### config.mk
export PLATFORM = sky130hd
export DESIGN_NAME = nonpreemptive_job_scheduler_core_flat
export DESIGN_NICKNAME = d
export VERILOG_FILES = /design/src/sv/njs_pkg.sv /design/src/sv/njs_if.sv /design/src/sv/nonpreemptive_job_scheduler_core.sv /design/src/sv/njs_pick.sv /design/src/flat_wrapper.sv
export SDC_FILE = /design/constraint.sdc
export NUM_CORES = 1
export LEC_CHECK = 0
export BUFFER_PORTS_ARGS = -buffer_cell sky130_fd_sc_hd__buf_4
export CELL_PAD_IN_SITES_DETAIL_PLACEMENT = 0
export CELL_PAD_IN_SITES_GLOBAL_PLACEMENT = 1
export CORE_ASPECT_RATIO = 1.2
export CORE_MARGIN = 4
export CORE_UTILIZATION = 45
export CTS_BUF_LIST = sky130_fd_sc_hd__clkbuf_16
export CTS_CLUSTER_SIZE = 25
export DETAILED_ROUTE_END_ITERATION = 8
export GPL_ROUTABILITY_DRIVEN = 1
export GPL_TIMING_DRIVEN = 0
export PLACE_DENSITY = 0.67
export SYNTH_ARGS = -nofsm -noshare
export SYNTH_HDL_FRONTEND = slang
export SYNTH_SLANG_ARGS = --single-unit
### constraint.sdc
create_clock -name clock -period 7.47 [get_ports clock]
set_input_delay 0.747 -clock clock [delete_from_list [all_inputs] [get_ports clock]]
set_output_delay 0.747 -clock clock [all_outputs]
set_load 0.1 [all_outputs]
### src/sv/njs_pkg.sv
`default_nettype none
// ----------------------------------------------------------------------------
// njs_pkg
// Shared types and constants of the non-preemptive job scheduler: job record,
// sequencer states, scan control bundle and the selection key function.
// ----------------------------------------------------------------------------
package njs_pkg;

   localparam int ID_W    = 8;
   localparam int ARR_W   = 16;
   localparam int BURST_W = 16;
   localparam int PRIO_W  = 8;
   localparam int KEY_W   = 16;
   localparam int TIME_W  = 22;

   // select_mode codes
   localparam logic MODE_BURST = 1'b0;
   localparam logic MODE_PRIO  = 1'b1;

   // one job as held in the table memory
   typedef struct packed {
      logic [ID_W-1:0]    id;
      logic [ARR_W-1:0]   arrival;
      logic [BURST_W-1:0] burst;
      logic [PRIO_W-1:0]  prio;
   } job_rec_type;

   // sequencer states
   typedef enum logic [1:0] {
      ST_LOAD,
      ST_SCAN,
      ST_PICK
   } sched_state_type;

   // control from the sequencer to the selection tracker
   typedef struct packed {
      logic clear;
      logic valid;
   } scan_ctl_type;

   // ordering key of a job under the current mode
   function automatic logic [KEY_W-1:0] key_of(input job_rec_type rec, input logic mode);
      logic [KEY_W-1:0] key;
      key = '0;
      case (mode)
         MODE_PRIO: key = KEY_W'(rec.prio);
         default:   key = KEY_W'(rec.burst);
      endcase
      return key;
   endfunction

endpackage
`default_nettype wire

### src/sv/njs_if.sv
`default_nettype none
// ----------------------------------------------------------------------------
// njs channel interfaces
// Valid/ready channels of the job scheduler: job input, schedule output and
// the mode register write port.
// ----------------------------------------------------------------------------

// job input channel
interface njs_req_if import njs_pkg::*; ();
   logic                valid;
   logic                ready;
   logic [ID_W-1:0]     job_id;
   logic [ARR_W-1:0]    arrival_time;
   logic [BURST_W-1:0]  burst_length;
   logic [PRIO_W-1:0]   job_priority;
   logic                last_job;

   modport source (output valid, job_id, arrival_time, burst_length, job_priority,
                   last_job, input ready);
   modport sink   (input valid, job_id, arrival_time, burst_length, job_priority,
                   last_job, output ready);
endinterface

// schedule segment channel
interface njs_rsp_if import njs_pkg::*; ();
   logic               valid;
   logic               ready;
   logic [ID_W-1:0]    run_id;
   logic [TIME_W-1:0]  start_time;
   logic [TIME_W-1:0]  end_time;
   logic [TIME_W-1:0]  turnaround;
   logic [TIME_W-1:0]  wait_span;
   logic               last_segment;

   modport source (output valid, run_id, start_time, end_time, turnaround, wait_span,
                   last_segment, input ready);
   modport sink   (input valid, run_id, start_time, end_time, turnaround, wait_span,
                   last_segment, output ready);
endinterface

// mode register write channel
interface njs_csr_if import njs_pkg::*; ();
   logic valid;
   logic ready;
   logic select_mode;

   modport source (output valid, select_mode, input ready);
   modport sink   (input valid, select_mode, output ready);
endinterface
`default_nettype wire

### src/sv/nonpreemptive_job_scheduler_core.sv
`default_nettype none
// ----------------------------------------------------------------------------
// nonpreemptive_job_scheduler_core
// Non-preemptive shortest-job / priority scheduler over a table of jobs.
// ----------------------------------------------------------------------------
// Usage:
//   req_chan takes one job item per cycle into the job table memory. Jobs past
//   MAX_JOBS are dropped; the item with last_job set still starts the schedule.
//   After that item req_chan.ready stays low while the schedule is built.
//   Each segment needs one scan of the table: n reads from the memory, the
//   registered read and one pick state, and a set of n jobs takes n such
//   scans. The single read port of the table memory sets that pace, one
//   entry read at a time.
//   rsp_chan carries one item per scheduled job, last_segment on the final one.
//   Results sit in an output register; a stalled receiver holds the pick stage
//   until the register frees, and the next scan starts only after that pick.
//   csr_chan writes select_mode (0 shortest burst, 1 lowest priority number);
//   it is always ready; the user must write it only while the block is idle,
//   which the block does not check. Reset clears mode, job count, done flags,
//   clock and output valid, not the table memory; only loaded entries are read.
// ----------------------------------------------------------------------------
module nonpreemptive_job_scheduler_core import njs_pkg::*; #(
   parameter int MAX_JOBS = 16
) (
   input  logic        clock,
   input  logic        reset,
   njs_req_if.sink     req_chan,
   njs_rsp_if.source   rsp_chan,
   njs_csr_if.sink     csr_chan
);

   localparam int IDX_W = (MAX_JOBS > 1) ? $clog2(MAX_JOBS) : 1;
   localparam int CNT_W = $clog2(MAX_JOBS + 1);

   sched_state_type     state_ff, state_in;
   logic [CNT_W-1:0]    cnt_ff, cnt_in;
   logic [CNT_W-1:0]    seg_ff, seg_in;
   logic [CNT_W-1:0]    rd_addr_ff, rd_addr_in;
   logic [TIME_W-1:0]   clock_ff, clock_in;
   logic [MAX_JOBS-1:0] done_ff, done_in;
   logic                mode_ff;
   logic                rd_vld_ff, rd_vld_in;
   logic [IDX_W-1:0]    rd_idx_ff;
   job_rec_type         rd_data_ff;
   job_rec_type         job_mem_ff [MAX_JOBS];

   logic                rsp_vld_ff, rsp_vld_in;
   logic [ID_W-1:0]     rsp_id_ff;
   logic [TIME_W-1:0]   rsp_start_ff;
   logic [TIME_W-1:0]   rsp_end_ff;
   logic [TIME_W-1:0]   rsp_turn_ff;
   logic [TIME_W-1:0]   rsp_wait_ff;
   logic                rsp_last_ff;

   logic                req_fire;
   logic                mem_we;
   job_rec_type         wr_rec;
   logic                scan_end;
   logic                pick_fire;
   logic                pick_last;
   logic                rsp_free;
   scan_ctl_type        pick_ctl;
   logic                sel_ready;
   job_rec_type         sel_rec;
   logic [IDX_W-1:0]    sel_idx;
   logic [TIME_W-1:0]   seg_start;
   logic [TIME_W-1:0]   seg_end;
   logic [TIME_W-1:0]   seg_wait;
   logic [TIME_W-1:0]   seg_turn;

   // handshakes
   assign req_chan.ready = (state_ff == ST_LOAD);
   assign csr_chan.ready = 1'b1;
   assign req_fire       = req_chan.valid && req_chan.ready;
   assign mem_we         = req_fire && (cnt_ff < CNT_W'(MAX_JOBS));
   assign rsp_free       = !rsp_vld_ff || rsp_chan.ready;

   always_comb begin
      wr_rec.id      = req_chan.job_id;
      wr_rec.arrival = req_chan.arrival_time;
      wr_rec.burst   = req_chan.burst_length;
      wr_rec.prio    = req_chan.job_priority;
   end

   // job table memory, written while loading, read while scanning
   always_ff @(posedge clock) begin
      if (mem_we) begin
         job_mem_ff[cnt_ff[IDX_W-1:0]] <= wr_rec;
      end
      rd_data_ff <= job_mem_ff[rd_addr_ff[IDX_W-1:0]];
      rd_idx_ff  <= rd_addr_ff[IDX_W-1:0];
   end

   // selection tracker
   assign pick_ctl.valid = rd_vld_ff;
   assign pick_ctl.clear = (req_fire && req_chan.last_job) || (pick_fire && !pick_last);

   njs_pick #(
      .IDX_W (IDX_W)
   ) u_pick (
      .clock     (clock),
      .reset     (reset),
      .ctl       (pick_ctl),
      .rec       (rd_data_ff),
      .idx       (rd_idx_ff),
      .done      (done_ff[rd_idx_ff]),
      .clock_now (clock_ff),
      .mode      (mode_ff),
      .sel_ready (sel_ready),
      .sel_rec   (sel_rec),
      .sel_idx   (sel_idx)
   );

   // segment timing; waiting time equals start minus arrival
   always_comb begin
      seg_start = sel_ready ? clock_ff : TIME_W'(sel_rec.arrival);
      seg_end   = seg_start + TIME_W'(sel_rec.burst);
      seg_wait  = seg_start - TIME_W'(sel_rec.arrival);
      seg_turn  = seg_wait + TIME_W'(sel_rec.burst);
   end

   assign scan_end  = rd_vld_ff && (CNT_W'(rd_idx_ff) == (cnt_ff - CNT_W'(1)));
   assign pick_fire = (state_ff == ST_PICK) && rsp_free;
   assign pick_last = (seg_ff + CNT_W'(1)) == cnt_ff;

   // sequencer next state
   always_comb begin
      state_in   = state_ff;
      cnt_in     = cnt_ff;
      seg_in     = seg_ff;
      rd_addr_in = rd_addr_ff;
      rd_vld_in  = 1'b0;
      clock_in   = clock_ff;
      done_in    = done_ff;
      unique case (state_ff)
         ST_LOAD: begin
            if (req_fire) begin
               if (mem_we) cnt_in = cnt_ff + CNT_W'(1);
               if (req_chan.last_job) begin
                  state_in   = ST_SCAN;
                  seg_in     = '0;
                  rd_addr_in = '0;
               end
            end
         end
         ST_SCAN: begin
            if (rd_addr_ff < cnt_ff) begin
               rd_vld_in  = 1'b1;
               rd_addr_in = rd_addr_ff + CNT_W'(1);
            end
            if (scan_end) state_in = ST_PICK;
         end
         ST_PICK: begin
            if (pick_fire) begin
               if (pick_last) begin
                  state_in = ST_LOAD;
                  cnt_in   = '0;
                  seg_in   = '0;
                  clock_in = '0;
                  done_in  = '0;
               end else begin
                  state_in   = ST_SCAN;
                  seg_in     = seg_ff + CNT_W'(1);
                  rd_addr_in = '0;
                  clock_in   = seg_end;
                  done_in[sel_idx] = 1'b1;
               end
            end
         end
         default: state_in = ST_LOAD;
      endcase
   end

   // sequencer registers
   always_ff @(posedge clock) begin
      if (reset) begin
         state_ff   <= ST_LOAD;
         cnt_ff     <= '0;
         seg_ff     <= '0;
         rd_addr_ff <= '0;
         rd_vld_ff  <= 1'b0;
         clock_ff   <= '0;
         done_ff    <= '0;
      end else begin
         state_ff   <= state_in;
         cnt_ff     <= cnt_in;
         seg_ff     <= seg_in;
         rd_addr_ff <= rd_addr_in;
         rd_vld_ff  <= rd_vld_in;
         clock_ff   <= clock_in;
         done_ff    <= done_in;
      end
   end

   // mode register
   always_ff @(posedge clock) begin
      if (reset) begin
         mode_ff <= MODE_BURST;
      end else if (csr_chan.valid && csr_chan.ready) begin
         mode_ff <= csr_chan.select_mode;
      end
   end

   // output register valid
   always_comb begin
      rsp_vld_in = rsp_vld_ff;
      if (pick_fire) begin
         rsp_vld_in = 1'b1;
      end else if (rsp_chan.ready) begin
         rsp_vld_in = 1'b0;
      end
   end

   always_ff @(posedge clock) begin
      if (reset) begin
         rsp_vld_ff <= 1'b0;
      end else begin
         rsp_vld_ff <= rsp_vld_in;
      end
   end

   // output register payload
   always_ff @(posedge clock) begin
      if (pick_fire) begin
         rsp_id_ff    <= sel_rec.id;
         rsp_start_ff <= seg_start;
         rsp_end_ff   <= seg_end;
         rsp_turn_ff  <= seg_turn;
         rsp_wait_ff  <= seg_wait;
         rsp_last_ff  <= pick_last;
      end
   end

   assign rsp_chan.valid        = rsp_vld_ff;
   assign rsp_chan.run_id       = rsp_id_ff;
   assign rsp_chan.start_time   = rsp_start_ff;
   assign rsp_chan.end_time     = rsp_end_ff;
   assign rsp_chan.turnaround   = rsp_turn_ff;
   assign rsp_chan.wait_span    = rsp_wait_ff;
   assign rsp_chan.last_segment = rsp_last_ff;

   // table never holds more than its depth
   a_cnt_range: assert property (@(posedge clock) disable iff (reset)
      cnt_ff <= CNT_W'(MAX_JOBS))
      else $error("job count exceeds table depth");

   // a picked job has not been served yet in this set
   a_pick_fresh: assert property (@(posedge clock) disable iff (reset)
      pick_fire |-> !done_ff[sel_idx])
      else $error("job picked twice");

   // the final segment returns the set state to empty
   a_set_clear: assert property (@(posedge clock) disable iff (reset)
      (pick_fire && pick_last) |=> (cnt_ff == '0 && done_ff == '0 && clock_ff == '0))
      else $error("set state not cleared after schedule");

   // while scheduling, segments emitted stay below the job count
   a_seg_bound: assert property (@(posedge clock) disable iff (reset)
      (state_ff != ST_LOAD) |-> (seg_ff < cnt_ff))
      else $error("segment count overran job count");

   // no table read in flight while jobs are being loaded
   a_load_quiet: assert property (@(posedge clock) disable iff (reset)
      req_chan.ready |-> !rd_vld_ff)
      else $error("scan read overlaps load");

endmodule
`default_nettype wire

### src/sv/njs_pick.sv
`default_nettype none
// ----------------------------------------------------------------------------
// njs_pick
// Selection tracker. Sees the table one entry per cycle and keeps the best
// arrived job and the best pending job (earliest arrival, then smallest key).
// ----------------------------------------------------------------------------
module njs_pick import njs_pkg::*; #(
   parameter int IDX_W = 4
) (
   input  logic               clock,
   input  logic               reset,
   input  scan_ctl_type       ctl,
   input  job_rec_type        rec,
   input  logic [IDX_W-1:0]   idx,
   input  logic               done,
   input  logic [TIME_W-1:0]  clock_now,
   input  logic               mode,
   output logic               sel_ready,
   output job_rec_type        sel_rec,
   output logic [IDX_W-1:0]   sel_idx
);

   logic               rdy_found_ff;
   logic [KEY_W-1:0]   rdy_key_ff;
   job_rec_type        rdy_rec_ff;
   logic [IDX_W-1:0]   rdy_idx_ff;
   logic               pnd_found_ff;
   logic [KEY_W-1:0]   pnd_key_ff;
   job_rec_type        pnd_rec_ff;
   logic [IDX_W-1:0]   pnd_idx_ff;

   logic [KEY_W-1:0]   key;
   logic               live;
   logic               take_rdy;
   logic               take_pnd;

   // candidate tests on the entry just read
   always_comb begin
      key      = key_of(rec, mode);
      live     = ctl.valid && !done;
      take_rdy = live && (TIME_W'(rec.arrival) <= clock_now) &&
                 (!rdy_found_ff || (key < rdy_key_ff));
      take_pnd = live && (!pnd_found_ff || (rec.arrival < pnd_rec_ff.arrival) ||
                 ((rec.arrival == pnd_rec_ff.arrival) && (key < pnd_key_ff)));
   end

   // found flags
   always_ff @(posedge clock) begin
      if (reset || ctl.clear) begin
         rdy_found_ff <= 1'b0;
         pnd_found_ff <= 1'b0;
      end else begin
         if (take_rdy) rdy_found_ff <= 1'b1;
         if (take_pnd) pnd_found_ff <= 1'b1;
      end
   end

   // best candidate records
   always_ff @(posedge clock) begin
      if (take_rdy) begin
         rdy_key_ff <= key;
         rdy_rec_ff <= rec;
         rdy_idx_ff <= idx;
      end
      if (take_pnd) begin
         pnd_key_ff <= key;
         pnd_rec_ff <= rec;
         pnd_idx_ff <= idx;
      end
   end

   // an arrived job wins; otherwise time jumps to the best pending one
   assign sel_ready = rdy_found_ff;
   assign sel_rec   = rdy_found_ff ? rdy_rec_ff : pnd_rec_ff;
   assign sel_idx   = rdy_found_ff ? rdy_idx_ff : pnd_idx_ff;

endmodule
`default_nettype wire

### src/flat_wrapper.sv
// flat-port wrapper written by rule: the top's interface ports become plain ports
module nonpreemptive_job_scheduler_core_flat import njs_pkg::*;
#(
   parameter int MAX_JOBS = 16
)
  (clock, reset, req_chan_valid, req_chan_job_id, req_chan_arrival_time, req_chan_burst_length, req_chan_job_priority, req_chan_last_job, req_chan_ready, rsp_chan_valid, rsp_chan_run_id, rsp_chan_start_time, rsp_chan_end_time, rsp_chan_turnaround, rsp_chan_wait_span, rsp_chan_last_segment, rsp_chan_ready, csr_chan_valid, csr_chan_select_mode, csr_chan_ready);
  njs_req_if req_chan_i ();
  njs_rsp_if rsp_chan_i ();
  njs_csr_if csr_chan_i ();
  input  logic clock;
  input  logic reset;
  input wire logic [$bits(req_chan_i.valid)-1:0] req_chan_valid;
  input wire logic [$bits(req_chan_i.job_id)-1:0] req_chan_job_id;
  input wire logic [$bits(req_chan_i.arrival_time)-1:0] req_chan_arrival_time;
  input wire logic [$bits(req_chan_i.burst_length)-1:0] req_chan_burst_length;
  input wire logic [$bits(req_chan_i.job_priority)-1:0] req_chan_job_priority;
  input wire logic [$bits(req_chan_i.last_job)-1:0] req_chan_last_job;
  output wire logic [$bits(req_chan_i.ready)-1:0] req_chan_ready;
  output wire logic [$bits(rsp_chan_i.valid)-1:0] rsp_chan_valid;
  output wire logic [$bits(rsp_chan_i.run_id)-1:0] rsp_chan_run_id;
  output wire logic [$bits(rsp_chan_i.start_time)-1:0] rsp_chan_start_time;
  output wire logic [$bits(rsp_chan_i.end_time)-1:0] rsp_chan_end_time;
  output wire logic [$bits(rsp_chan_i.turnaround)-1:0] rsp_chan_turnaround;
  output wire logic [$bits(rsp_chan_i.wait_span)-1:0] rsp_chan_wait_span;
  output wire logic [$bits(rsp_chan_i.last_segment)-1:0] rsp_chan_last_segment;
  input wire logic [$bits(rsp_chan_i.ready)-1:0] rsp_chan_ready;
  input wire logic [$bits(csr_chan_i.valid)-1:0] csr_chan_valid;
  input wire logic [$bits(csr_chan_i.select_mode)-1:0] csr_chan_select_mode;
  output wire logic [$bits(csr_chan_i.ready)-1:0] csr_chan_ready;
  assign req_chan_i.valid = req_chan_valid;
  assign req_chan_i.job_id = req_chan_job_id;
  assign req_chan_i.arrival_time = req_chan_arrival_time;
  assign req_chan_i.burst_length = req_chan_burst_length;
  assign req_chan_i.job_priority = req_chan_job_priority;
  assign req_chan_i.last_job = req_chan_last_job;
  assign req_chan_ready = req_chan_i.ready;
  assign rsp_chan_valid = rsp_chan_i.valid;
  assign rsp_chan_run_id = rsp_chan_i.run_id;
  assign rsp_chan_start_time = rsp_chan_i.start_time;
  assign rsp_chan_end_time = rsp_chan_i.end_time;
  assign rsp_chan_turnaround = rsp_chan_i.turnaround;
  assign rsp_chan_wait_span = rsp_chan_i.wait_span;
  assign rsp_chan_last_segment = rsp_chan_i.last_segment;
  assign rsp_chan_i.ready = rsp_chan_ready;
  assign csr_chan_i.valid = csr_chan_valid;
  assign csr_chan_i.select_mode = csr_chan_select_mode;
  assign csr_chan_ready = csr_chan_i.ready;
  nonpreemptive_job_scheduler_core #(.MAX_JOBS(MAX_JOBS)) u_core (.clock(clock), .reset(reset), .req_chan(req_chan_i), .rsp_chan(rsp_chan_i), .csr_chan(csr_chan_i));
endmodule
==> summary.txt, run 1 <==
Clock network
  – Hold Buf Count CTS: 0
  – CTS Sinks: approximately 1.1k
  – Cts bufs inserted: between 100 and 150
  – Bufs on Longest Clock Path: 3
  – Htree depth: 3
  – Clock-pin slew on the worst setup and hold paths: roughly 0.060 ns
  – Clk root buf: clkbuf_16
  – Insertion delay to the later sink of the worst-skew pair: around 0.67 ns
  – CTS tree: done

Cells and area
  – Design area: 51,600 um^2
  – Final Non-Filler Cells: 4,087
  – FILL cells: ~7.7k
  – P&R area growth vs syn: 16.0%
  – Post-Route Utilization: 0.525
  – Layout cells sized above 1: 0.243
  – Nets@finish: 2,890

Setup path
  – WP buf/inv: 5
  – Arr. time, crit path: approximately 7.4 ns
  – WP data required: around 8 ns
  – Worst r2r dst: u_core.rsp_chan.turnaround[20]
  – Critical path cell sequence: buf_2 > clkbuf_1 > buf_1 > clkbuf_1 > mux2i_1 > ha_1 > o21a_1 > o31a_1 > o2111ai_1 > and2_1 > clkbuf_1 > o21bai_1 > a21oi_1 > xnor2_1 > ha_1 > or2_2 > a311oi_1 > a211oi_2 > a21oi_2 > mux2i_1 > and3b_1
  – Cell family with most CP delay: buffers and inverters
  – Type of origin of the critical path: flip-flop
  – Setup CP Type: reg2reg
  – Critical path fanouts, max: 10
  – CP peak stage delay: approximately 0.76 ns
  – R2R Setup Slk: ~0.54 ns
  – Most frequent CP cell: clkbuf_1
  – CP endpoint kind: flip-flop
  – Reg2reg start: u_core.u_pick.sel_ready
  – Slowest cell on the critical path: clkbuf_1
  – R2R depth: 21

Pwr
  – Lkg Pwr: 17.1 nW
  – Max IR drop VDD: roughly 0.00017 V
  – Switching Fraction: 0.217
  – Clock share of power: 0.393
  – Internal Power: 9.82 mW
  – Part of the power in registers: 0.545
  – Comb pwr share: 0.062
  – Power Dens Cells: 243 nW/um^2
  – Psw: 2.73 mW

Yosys
  – Most frequent cells after synthesis: edfxtp_1, mux4_2, ha_1
  – Syn avg cell area: around 19 um^2
  – Yosys Warn Count: 0
  – Synth area leader: edfxtp_1
  – Post-synth cell types: just under 90
  – Post-synth EDFFs: a little under 1k
  – Synth Flop Type: edfxtp_1
  – Area share of the largest cell type after synthesis: 0.665
  – Cells after Synth: around 2.4k
  – Synthesized area: 44,500 um^2
  – Seq/Total Area, Yosys: 0.716
  – Most numerous cell in the Yosys netlist: edfxtp_1
  – Synth Register Bits: 1,097
  – Async SR Flop Fraction: 0
  – Synth area leaders: edfxtp_1, mux4_2, dfxtp_1, ha_1, xnor2_1
  – Syn_nets: 2,573

Global route
  – Global-route wire length before repair: 158,000 um
  – Met1 usage: 0.263
  – Grt met3 use: 0.0330
  – GRT met2 Usage: 0.367
  – Antenna violations before repair: 11
  – Vias in the first global route: 24.1k
  – Largest net degree at the start of global routing: 89
  – Top Usage Layer GRT: met2
  – Grt total ovfl: 0
  – GRT Util Overall: 0.207

Drt
  – Avg WL per Cell: between 20 and 30 um
  – Pre-antenna DRT Iters: 5
  – Iter 0 DRT Violations: 1,694
  – WL final: ~110,000 um
  – Post-route DRC: 0
  – Vias per cell: 5.65
  – Vias: 23.1k
  – Final ANT Viol Nets: 0

STA
  – Min Tclk post-route: approximately 6.9 ns
  – RSZ-0062 raised after global routing: no
  – Slew HR: 0.226
  – Max-slew violations: 0
  – Clk_skew: about 0.021 ns
  – Tightest Pin Transition: between 1 and 1.5 ns
  – Maximum achievable frequency: roughly 0.14 GHz
  – Final Hold Vio Count: 0
  – Endpoints failing setup: 0
  – Fin crit share: 0.928
  – Setup TNS Final: 0 ns

Place
  – Dpl hpwl: 75,100 um
  – Gpl congestion: approximately 0.83
  – I/O Buffers: between 150 and 200
  – Placed Instance Area: about 48,000 um^2
  – Post-Place Cells: 3,889

Job
  – Max_cap viols: 0

Die
  – Top Ports: approximately 160
  – Die H: between 300 and 400 um
  – Die Width: between 200 and 300 um
  – Rows: approximately 130
  – Core area: around 98,000 um^2
  – Full die area: 104,000 um^2
  – Initial core utilization: 0.453

Hold path
  – Endpoint of the worst hold path: u_core.job_mem_ff[0][46]
  – Hold Path Cell Cnt: 1
  – Hold wc startpoint: req_chan_job_id[6]
  – Worst hold path type: in2reg

Outcome
  – Run status: complete, no violations
-- cell type report --
cell class / count / area [um^2] / area share
Sequential cell: 1097 / 31800 / 0.617
Multi-Input combinational cell: 1101 / 12000 / 0.233
Clock buffer: 105 / 2630 / 0.0509
Timing Repair Buffer: 212 / 2180 / 0.0422
Tap cell: 1280 / 1600 / 0.0310
Clock inverter: 89 / 569 / 0.0110
Inverter: 108 / 410 / 0.00795
Buffer: 91 / 358 / 0.00693
Antenna cell: 4 / 10.0 / 0.000194
-- cell families (layout without fill, tap and decap cells) --
kind of cell | Yosys count | after routing | share of synthesized area
simple gates | 317 | 317 | 0.0338
xor+xnor | 74 | 74 | 0.0154
mux | 300 | 300 | 0.138
other cells | 1 | 5 | 0.0000843
flops | 1097 | 1097 | 0.716
buf+inv | 199 | 605 | 0.0171
compound gates | 288 | 288 | 0.0459
fa+ha+maj | 121 | 121 | 0.0346
-- power by group through the flow --
stage | logic, mW | clock network [mW] | registers, mW
after floorplan | 0.503 | 0 | 6.95
after CTS | 0.789 | 5.05 | 6.84
final | 0.777 | 4.93 | 6.84
after global routing | 0.851 | 5.30 | 6.85
after detailed placement | 0.787 | 0 | 6.97
after global placement | 0.747 | 0 | 6.98
-- metrics by stage --
step           total power [mW]  setup WS [ns]  hold WS (ns)
4_1_cts                    12.7          0.128         0.315
3_3_place_gp               7.73          -4.40         0.366
2_1_floorplan              7.45         0.0197         0.354
3_5_place_dp               7.76          0.140         0.366
6_report                   12.6          0.536         0.368
5_1_grt                    13.0          0.120         0.356
-- per-layer routing --
metal / share of wire / vias up
met1: 0.39 / 12039
met4: 0.025 / 4
met2: 0.53 / 638
li1: - / 10285
met3: 0.054 / 141
met5: 0.00025 / -
-- cell usage in the layout, fill, tap and decap left out, types with 12 or more instances in the layout --
cell type and n:
mux2_2 26, clkbuf_1 64, o21a_1 15, a21oi_1 57, nand4_1 17, nor2_1 97, buf_6 18, nor2_4 12
clkbuf_16 105, o21ai_0 43, clkinv_1 23, dfxtp_1 112, buf_4 157, ha_1 118, mux2i_1 27, xnor2_1 51
nor2b_1 20, buf_1 21, nand3_1 18, a22oi_1 23, a21o_1 35, nand2_1 71, xor2_1 20, edfxtp_1 985
buf_12 23, nor3_1 23, clkinv_2 19, inv_1 137, mux4_2 245, nand2b_1 13, a31oi_1 15
-- how the worst max path moves through the flow --
stage,startpoint,cells past startpoint,slack (ns),endpoint
2_1_floorplan,u_core.mode_ff,13,0.02,u_core.u_pick.rdy_idx_ff[0]
3_3_place_gp,u_core.mode_ff,13,-4.40,u_core.u_pick.rdy_rec_ff[18]
3_5_place_dp,u_core.u_pick.sel_ready,23,0.14,u_core.rsp_chan.turnaround[20]
4_1_cts,u_core.u_pick.sel_ready,23,0.13,u_core.rsp_chan.turnaround[20]
5_1_grt,u_core.u_pick.sel_ready,23,0.12,u_core.rsp_chan.turnaround[20]
6_report,u_core.u_pick.sel_ready,21,0.54,u_core.rsp_chan.turnaround[20]
-- worst reg2reg max path: stages (launching register included) --
cell	delay (ns)
dfxtp_1	0.37
buf_2	0.42
clkbuf_1	0.40
buf_1	0.64
clkbuf_1	0.77
mux2i_1	0.41
ha_1	0.36
o21a_1	0.24
o31a_1	0.16
o2111ai_1	0.32
and2_1	0.18
clkbuf_1	0.25
o21bai_1	0.12
a21oi_1	0.18
xnor2_1	0.11
ha_1	0.23
or2_2	0.30
a311oi_1	0.33
a211oi_2	0.20
a21oi_2	0.29
mux2i_1	0.22
and3b_1	0.18
-- timing repair --
action,4_1_cts,5_1_grt
buffers inserted,0,0
gates resized for setup,0,2
endpoints found under the setup margin,0,5
-- registers in the layout, indices dropped and copies added, names as in the netlist, 8 cells and up --
signal                      cells
u_core.rsp_chan.turnaround     22
u_core.rsp_chan.start_time     22
u_core.u_pick.pnd_key_ff       16
u_core.u_pick.rdy_rec_ff       40
u_core.u_pick.rdy_key_ff       16
u_core.rsp_chan.end_time       22
u_core.job_mem_ff             768
u_core.rd_data_ff              48
u_core.rsp_chan.wait_span      22
u_core.rsp_chan.run_id          8
u_core.done_ff                 16
u_core.clock_ff                22
u_core.u_pick.pnd_rec_ff       40
Power figures use the tool's default switching activity.
==> run 2: changes to the inputs <==
- CORE_UTILIZATION: 45 -> 49
- PLACE_DENSITY: 0.67 -> 0.72
==> summary.txt, run 2 (synthesized netlist as in run 1, its figures left out) <==
Place
  – Gpl congestion: 0.841 (was 0.834)
  – DP Worst Slack: 0.311 ns (was 0.140 ns)
  – Placed Instance Area: 48,200 um^2 (was 48,400 um^2)
  – I/O Buffers: 153 (unchanged)
  – Dpl hpwl: 73,300 um (was 75,100 um)

Setup path
  – Arr. time, crit path: 7.28 ns (was 7.36 ns)
  – Setup CP Type: reg2reg (unchanged)
  – Critical path launch point: u_core.u_pick.sel_ready (unchanged)
  – R2R depth: 23 (was 21)
  – Critical path fanouts, max: 10 (unchanged)
  – CP endpoint kind: flip-flop (unchanged)
  – WP data required: 7.90 ns (about the same)
  – Reg2reg start: u_core.u_pick.sel_ready (unchanged)
  – Type of origin of the critical path: flip-flop (unchanged)

Pwr
  – Psw: 2.75 mW (was 2.73 mW)
  – Internal Power: 9.92 mW (was 9.82 mW)
  – Lkg Pwr: 17.2 nW (was 17.1 nW)
  – Comb pwr share: 0.061 (was 0.062)
  – Part of the power in registers: 0.540 (was 0.545)
  – Max IR drop VDD: 0.000178 V (was 0.000169 V)
  – Switching Fraction: 0.217 (about the same)
  – Power Dens Cells: 246 nW/um^2 (was 243 nW/um^2)
  – Clock share of power: 0.399 (was 0.393)

Global route
  – GRT Util Overall: 0.220 (was 0.207)
  – Vias in the first global route: 24.0k (was 24.1k)
  – Largest net degree at the start of global routing: 107 (was 89)
  – Grt total ovfl: 0 (unchanged)
  – Global-route wire length before repair: 155,000 um (was 158,000 um)
  – Antenna violations before repair: 6 (was 11)

Die
  – Core area: 89,600 um^2 (was 98,200 um^2)
  – Rows: 120 (was 126)
  – Initial core utilization: 0.496 (was 0.453)
  – Full die area: 95,700 um^2 (was 104,000 um^2)
  – Top Ports: 155 (unchanged)
  – Die Width: 283 um (was 295 um)
  – Die H: 338 um (was 352 um)

Cells and area
  – Layout cells sized above 1: 0.245 (was 0.243)
  – Nets@finish: 2,886 (was 2,890)
  – P&R area growth vs syn: 15.8% (was 16.0%)
  – Post-Route Utilization: 0.574 (was 0.525)
  – Most frequent cells in the layout: edfxtp_1, mux4_2, buf_4, inv_1, ha_1 (unchanged)
  – Design area: 51,500 um^2 (was 51,600 um^2)
  – Commonest non-fill, non-tap cell in the layout: edfxtp_1 (unchanged)
  – Max FFs per register: 768 (unchanged)

Clock network
  – CTS tree: done (unchanged)
  – Post_cts resized: 0 (unchanged)
  – Insertion delay to the later sink of the worst-skew pair: 0.69 ns (was 0.67 ns)
  – Hold Buf Count CTS: 0 (unchanged)
  – CTS Sinks: 1,097 (unchanged)
  – Cts bufs inserted: 102 (was 103)
  – Post-CTS setup buffer count: 0 (unchanged)
  – Htree depth: 3 (unchanged)
  – Clock-pin slew on the worst setup and hold paths: 0.06 ns (about the same)
  – Bufs on Longest Clock Path: 3 (unchanged)
  – Clk root buf: clkbuf_16 (unchanged)

STA
  – Hold Slack: 0.352 ns (was 0.368 ns)
  – Final Worst Setup Slack: 0.626 ns (was 0.536 ns)
  – Clk_skew: 0.0279 ns (was 0.0213 ns)
  – Endpoints failing setup: 0 (unchanged)
  – Setup TNS Final: 0 ns (unchanged)
  – Final Hold Vio Count: 0 (unchanged)
  – Slew HR: 0.253 (was 0.226)
  – Tightest Pin Transition: 1.12 ns (was 1.16 ns)
  – Min Tclk post-route: 6.84 ns (was 6.93 ns)
  – Maximum achievable frequency: 0.146 GHz (was 0.144 GHz)
  – RSZ-0062 raised after global routing: no (unchanged)
  – Max-slew violations: 0 (unchanged)
  – Fin crit share: 0.916 (was 0.928)

Drt
  – Post-route DRC: 0 (unchanged)
  – Vias: 22.9k (was 23.1k)
  – Pre-antenna DRT Iters: 7 (was 5)
  – Iter 0 DRT Violations: 1,839 (was 1,694)
  – Vias per cell: 5.78 (was 5.65)
  – Avg WL per Cell: 26.4 um (was 26.2 um)
  – Final ANT Viol Nets: 0 (unchanged)
  – WL final: 105,000 um (was 107,000 um)

Hold path
  – Worst hold path type: in2reg (unchanged)
  – Hold wc startpoint: req_chan_job_priority[2] (was req_chan_job_id[6])
  – Hold Path Cell Cnt: 1 (unchanged)

Job
  – Max_cap viols: 0 (unchanged)

Outcome
  – Run status: complete, no violations (unchanged)
run 2: cell types whose count changed in the layout (fill, tap and decap cells not counted), sizes merged:
| cell | before | now |
|---|---|---|
| diode | 4 | 3 |
| buf | 238 | 234 |
| clkinvlp | 4 | 5 |
| inv | 140 | 138 |
| clkinv | 49 | 48 |
| clkbuf | 170 | 167 |
| clkdlybuf4s15 | 0 | 1 |
| bufinv | 4 | 8 |
run 2: final cells by class:
class	instances	area (um^2)
inverters	108	410
fillers	6630	38100
multi-input cells	1101	12000
repair buffers	209	2120
flip-flops and latches	1097	31800
plain buffers	91	364
clock inverters	91	738
diodes	3	7.51
clock buffers	102	2550
well taps	1159	1450
run 2: path summary, 6_finish.rpt:
path	slack [ns]	to
max	0.63	u_core.rsp_chan.turnaround[20]
min	0.35	u_core.job_mem_ff[13][2]
max reg2reg	0.63	u_core.rsp_chan.turnaround[20]
min reg2reg	0.38	u_core.rd_idx_ff[0]
run 2: layer usage:
layer,part of all wire,global-route usage,vias up,wire [um]
met3,0.060,0.0411,138,6250
li1,-,-,10235,-
met5,0.00031,0,-,32
met4,0.034,0.0807,4,3530
met1,0.39,0.273,11848,40600
met2,0.52,0.390,687,54300
run 2: stage by stage:
step	instances	total power, mW
2_1_floorplan	2397	7.45
3_3_place_gp	3709	7.73
3_5_place_dp	3765	7.76
4_1_cts	3958	12.8
5_1_grt	3958	13.1
6_report	3961	12.7
run 2: critical path, stage by stage, from the launching register on:
cell	delay, ns
dfxtp_1	0.37
buf_2	0.38
clkbuf_1	0.39
clkbuf_2	0.40
clkdlybuf4s15_1	0.71
nor2_1	0.16
a21oi_1	0.29
inv_1	0.19
ha_1	0.31
nor2b_1	0.17
o31a_1	0.30
o2111ai_1	0.32
and2_1	0.18
clkbuf_1	0.25
o21bai_1	0.13
a21oi_1	0.18
xnor2_1	0.10
ha_1	0.23
or2_2	0.29
a311oi_1	0.32
a211oi_2	0.19
a21oi_2	0.27
mux2i_1	0.23
and3b_1	0.19
run 2: power by group through the flow:
stage          registers [mW]  clock network [mW]  logic (mW)
3_5_place_dp             6.97                   0       0.783
3_3_place_gp             6.98                   0       0.743
5_1_grt                  6.84                5.43       0.848
6_report                 6.84                5.05       0.775
4_1_cts                  6.84                5.16       0.787
2_1_floorplan            6.95                   0       0.503
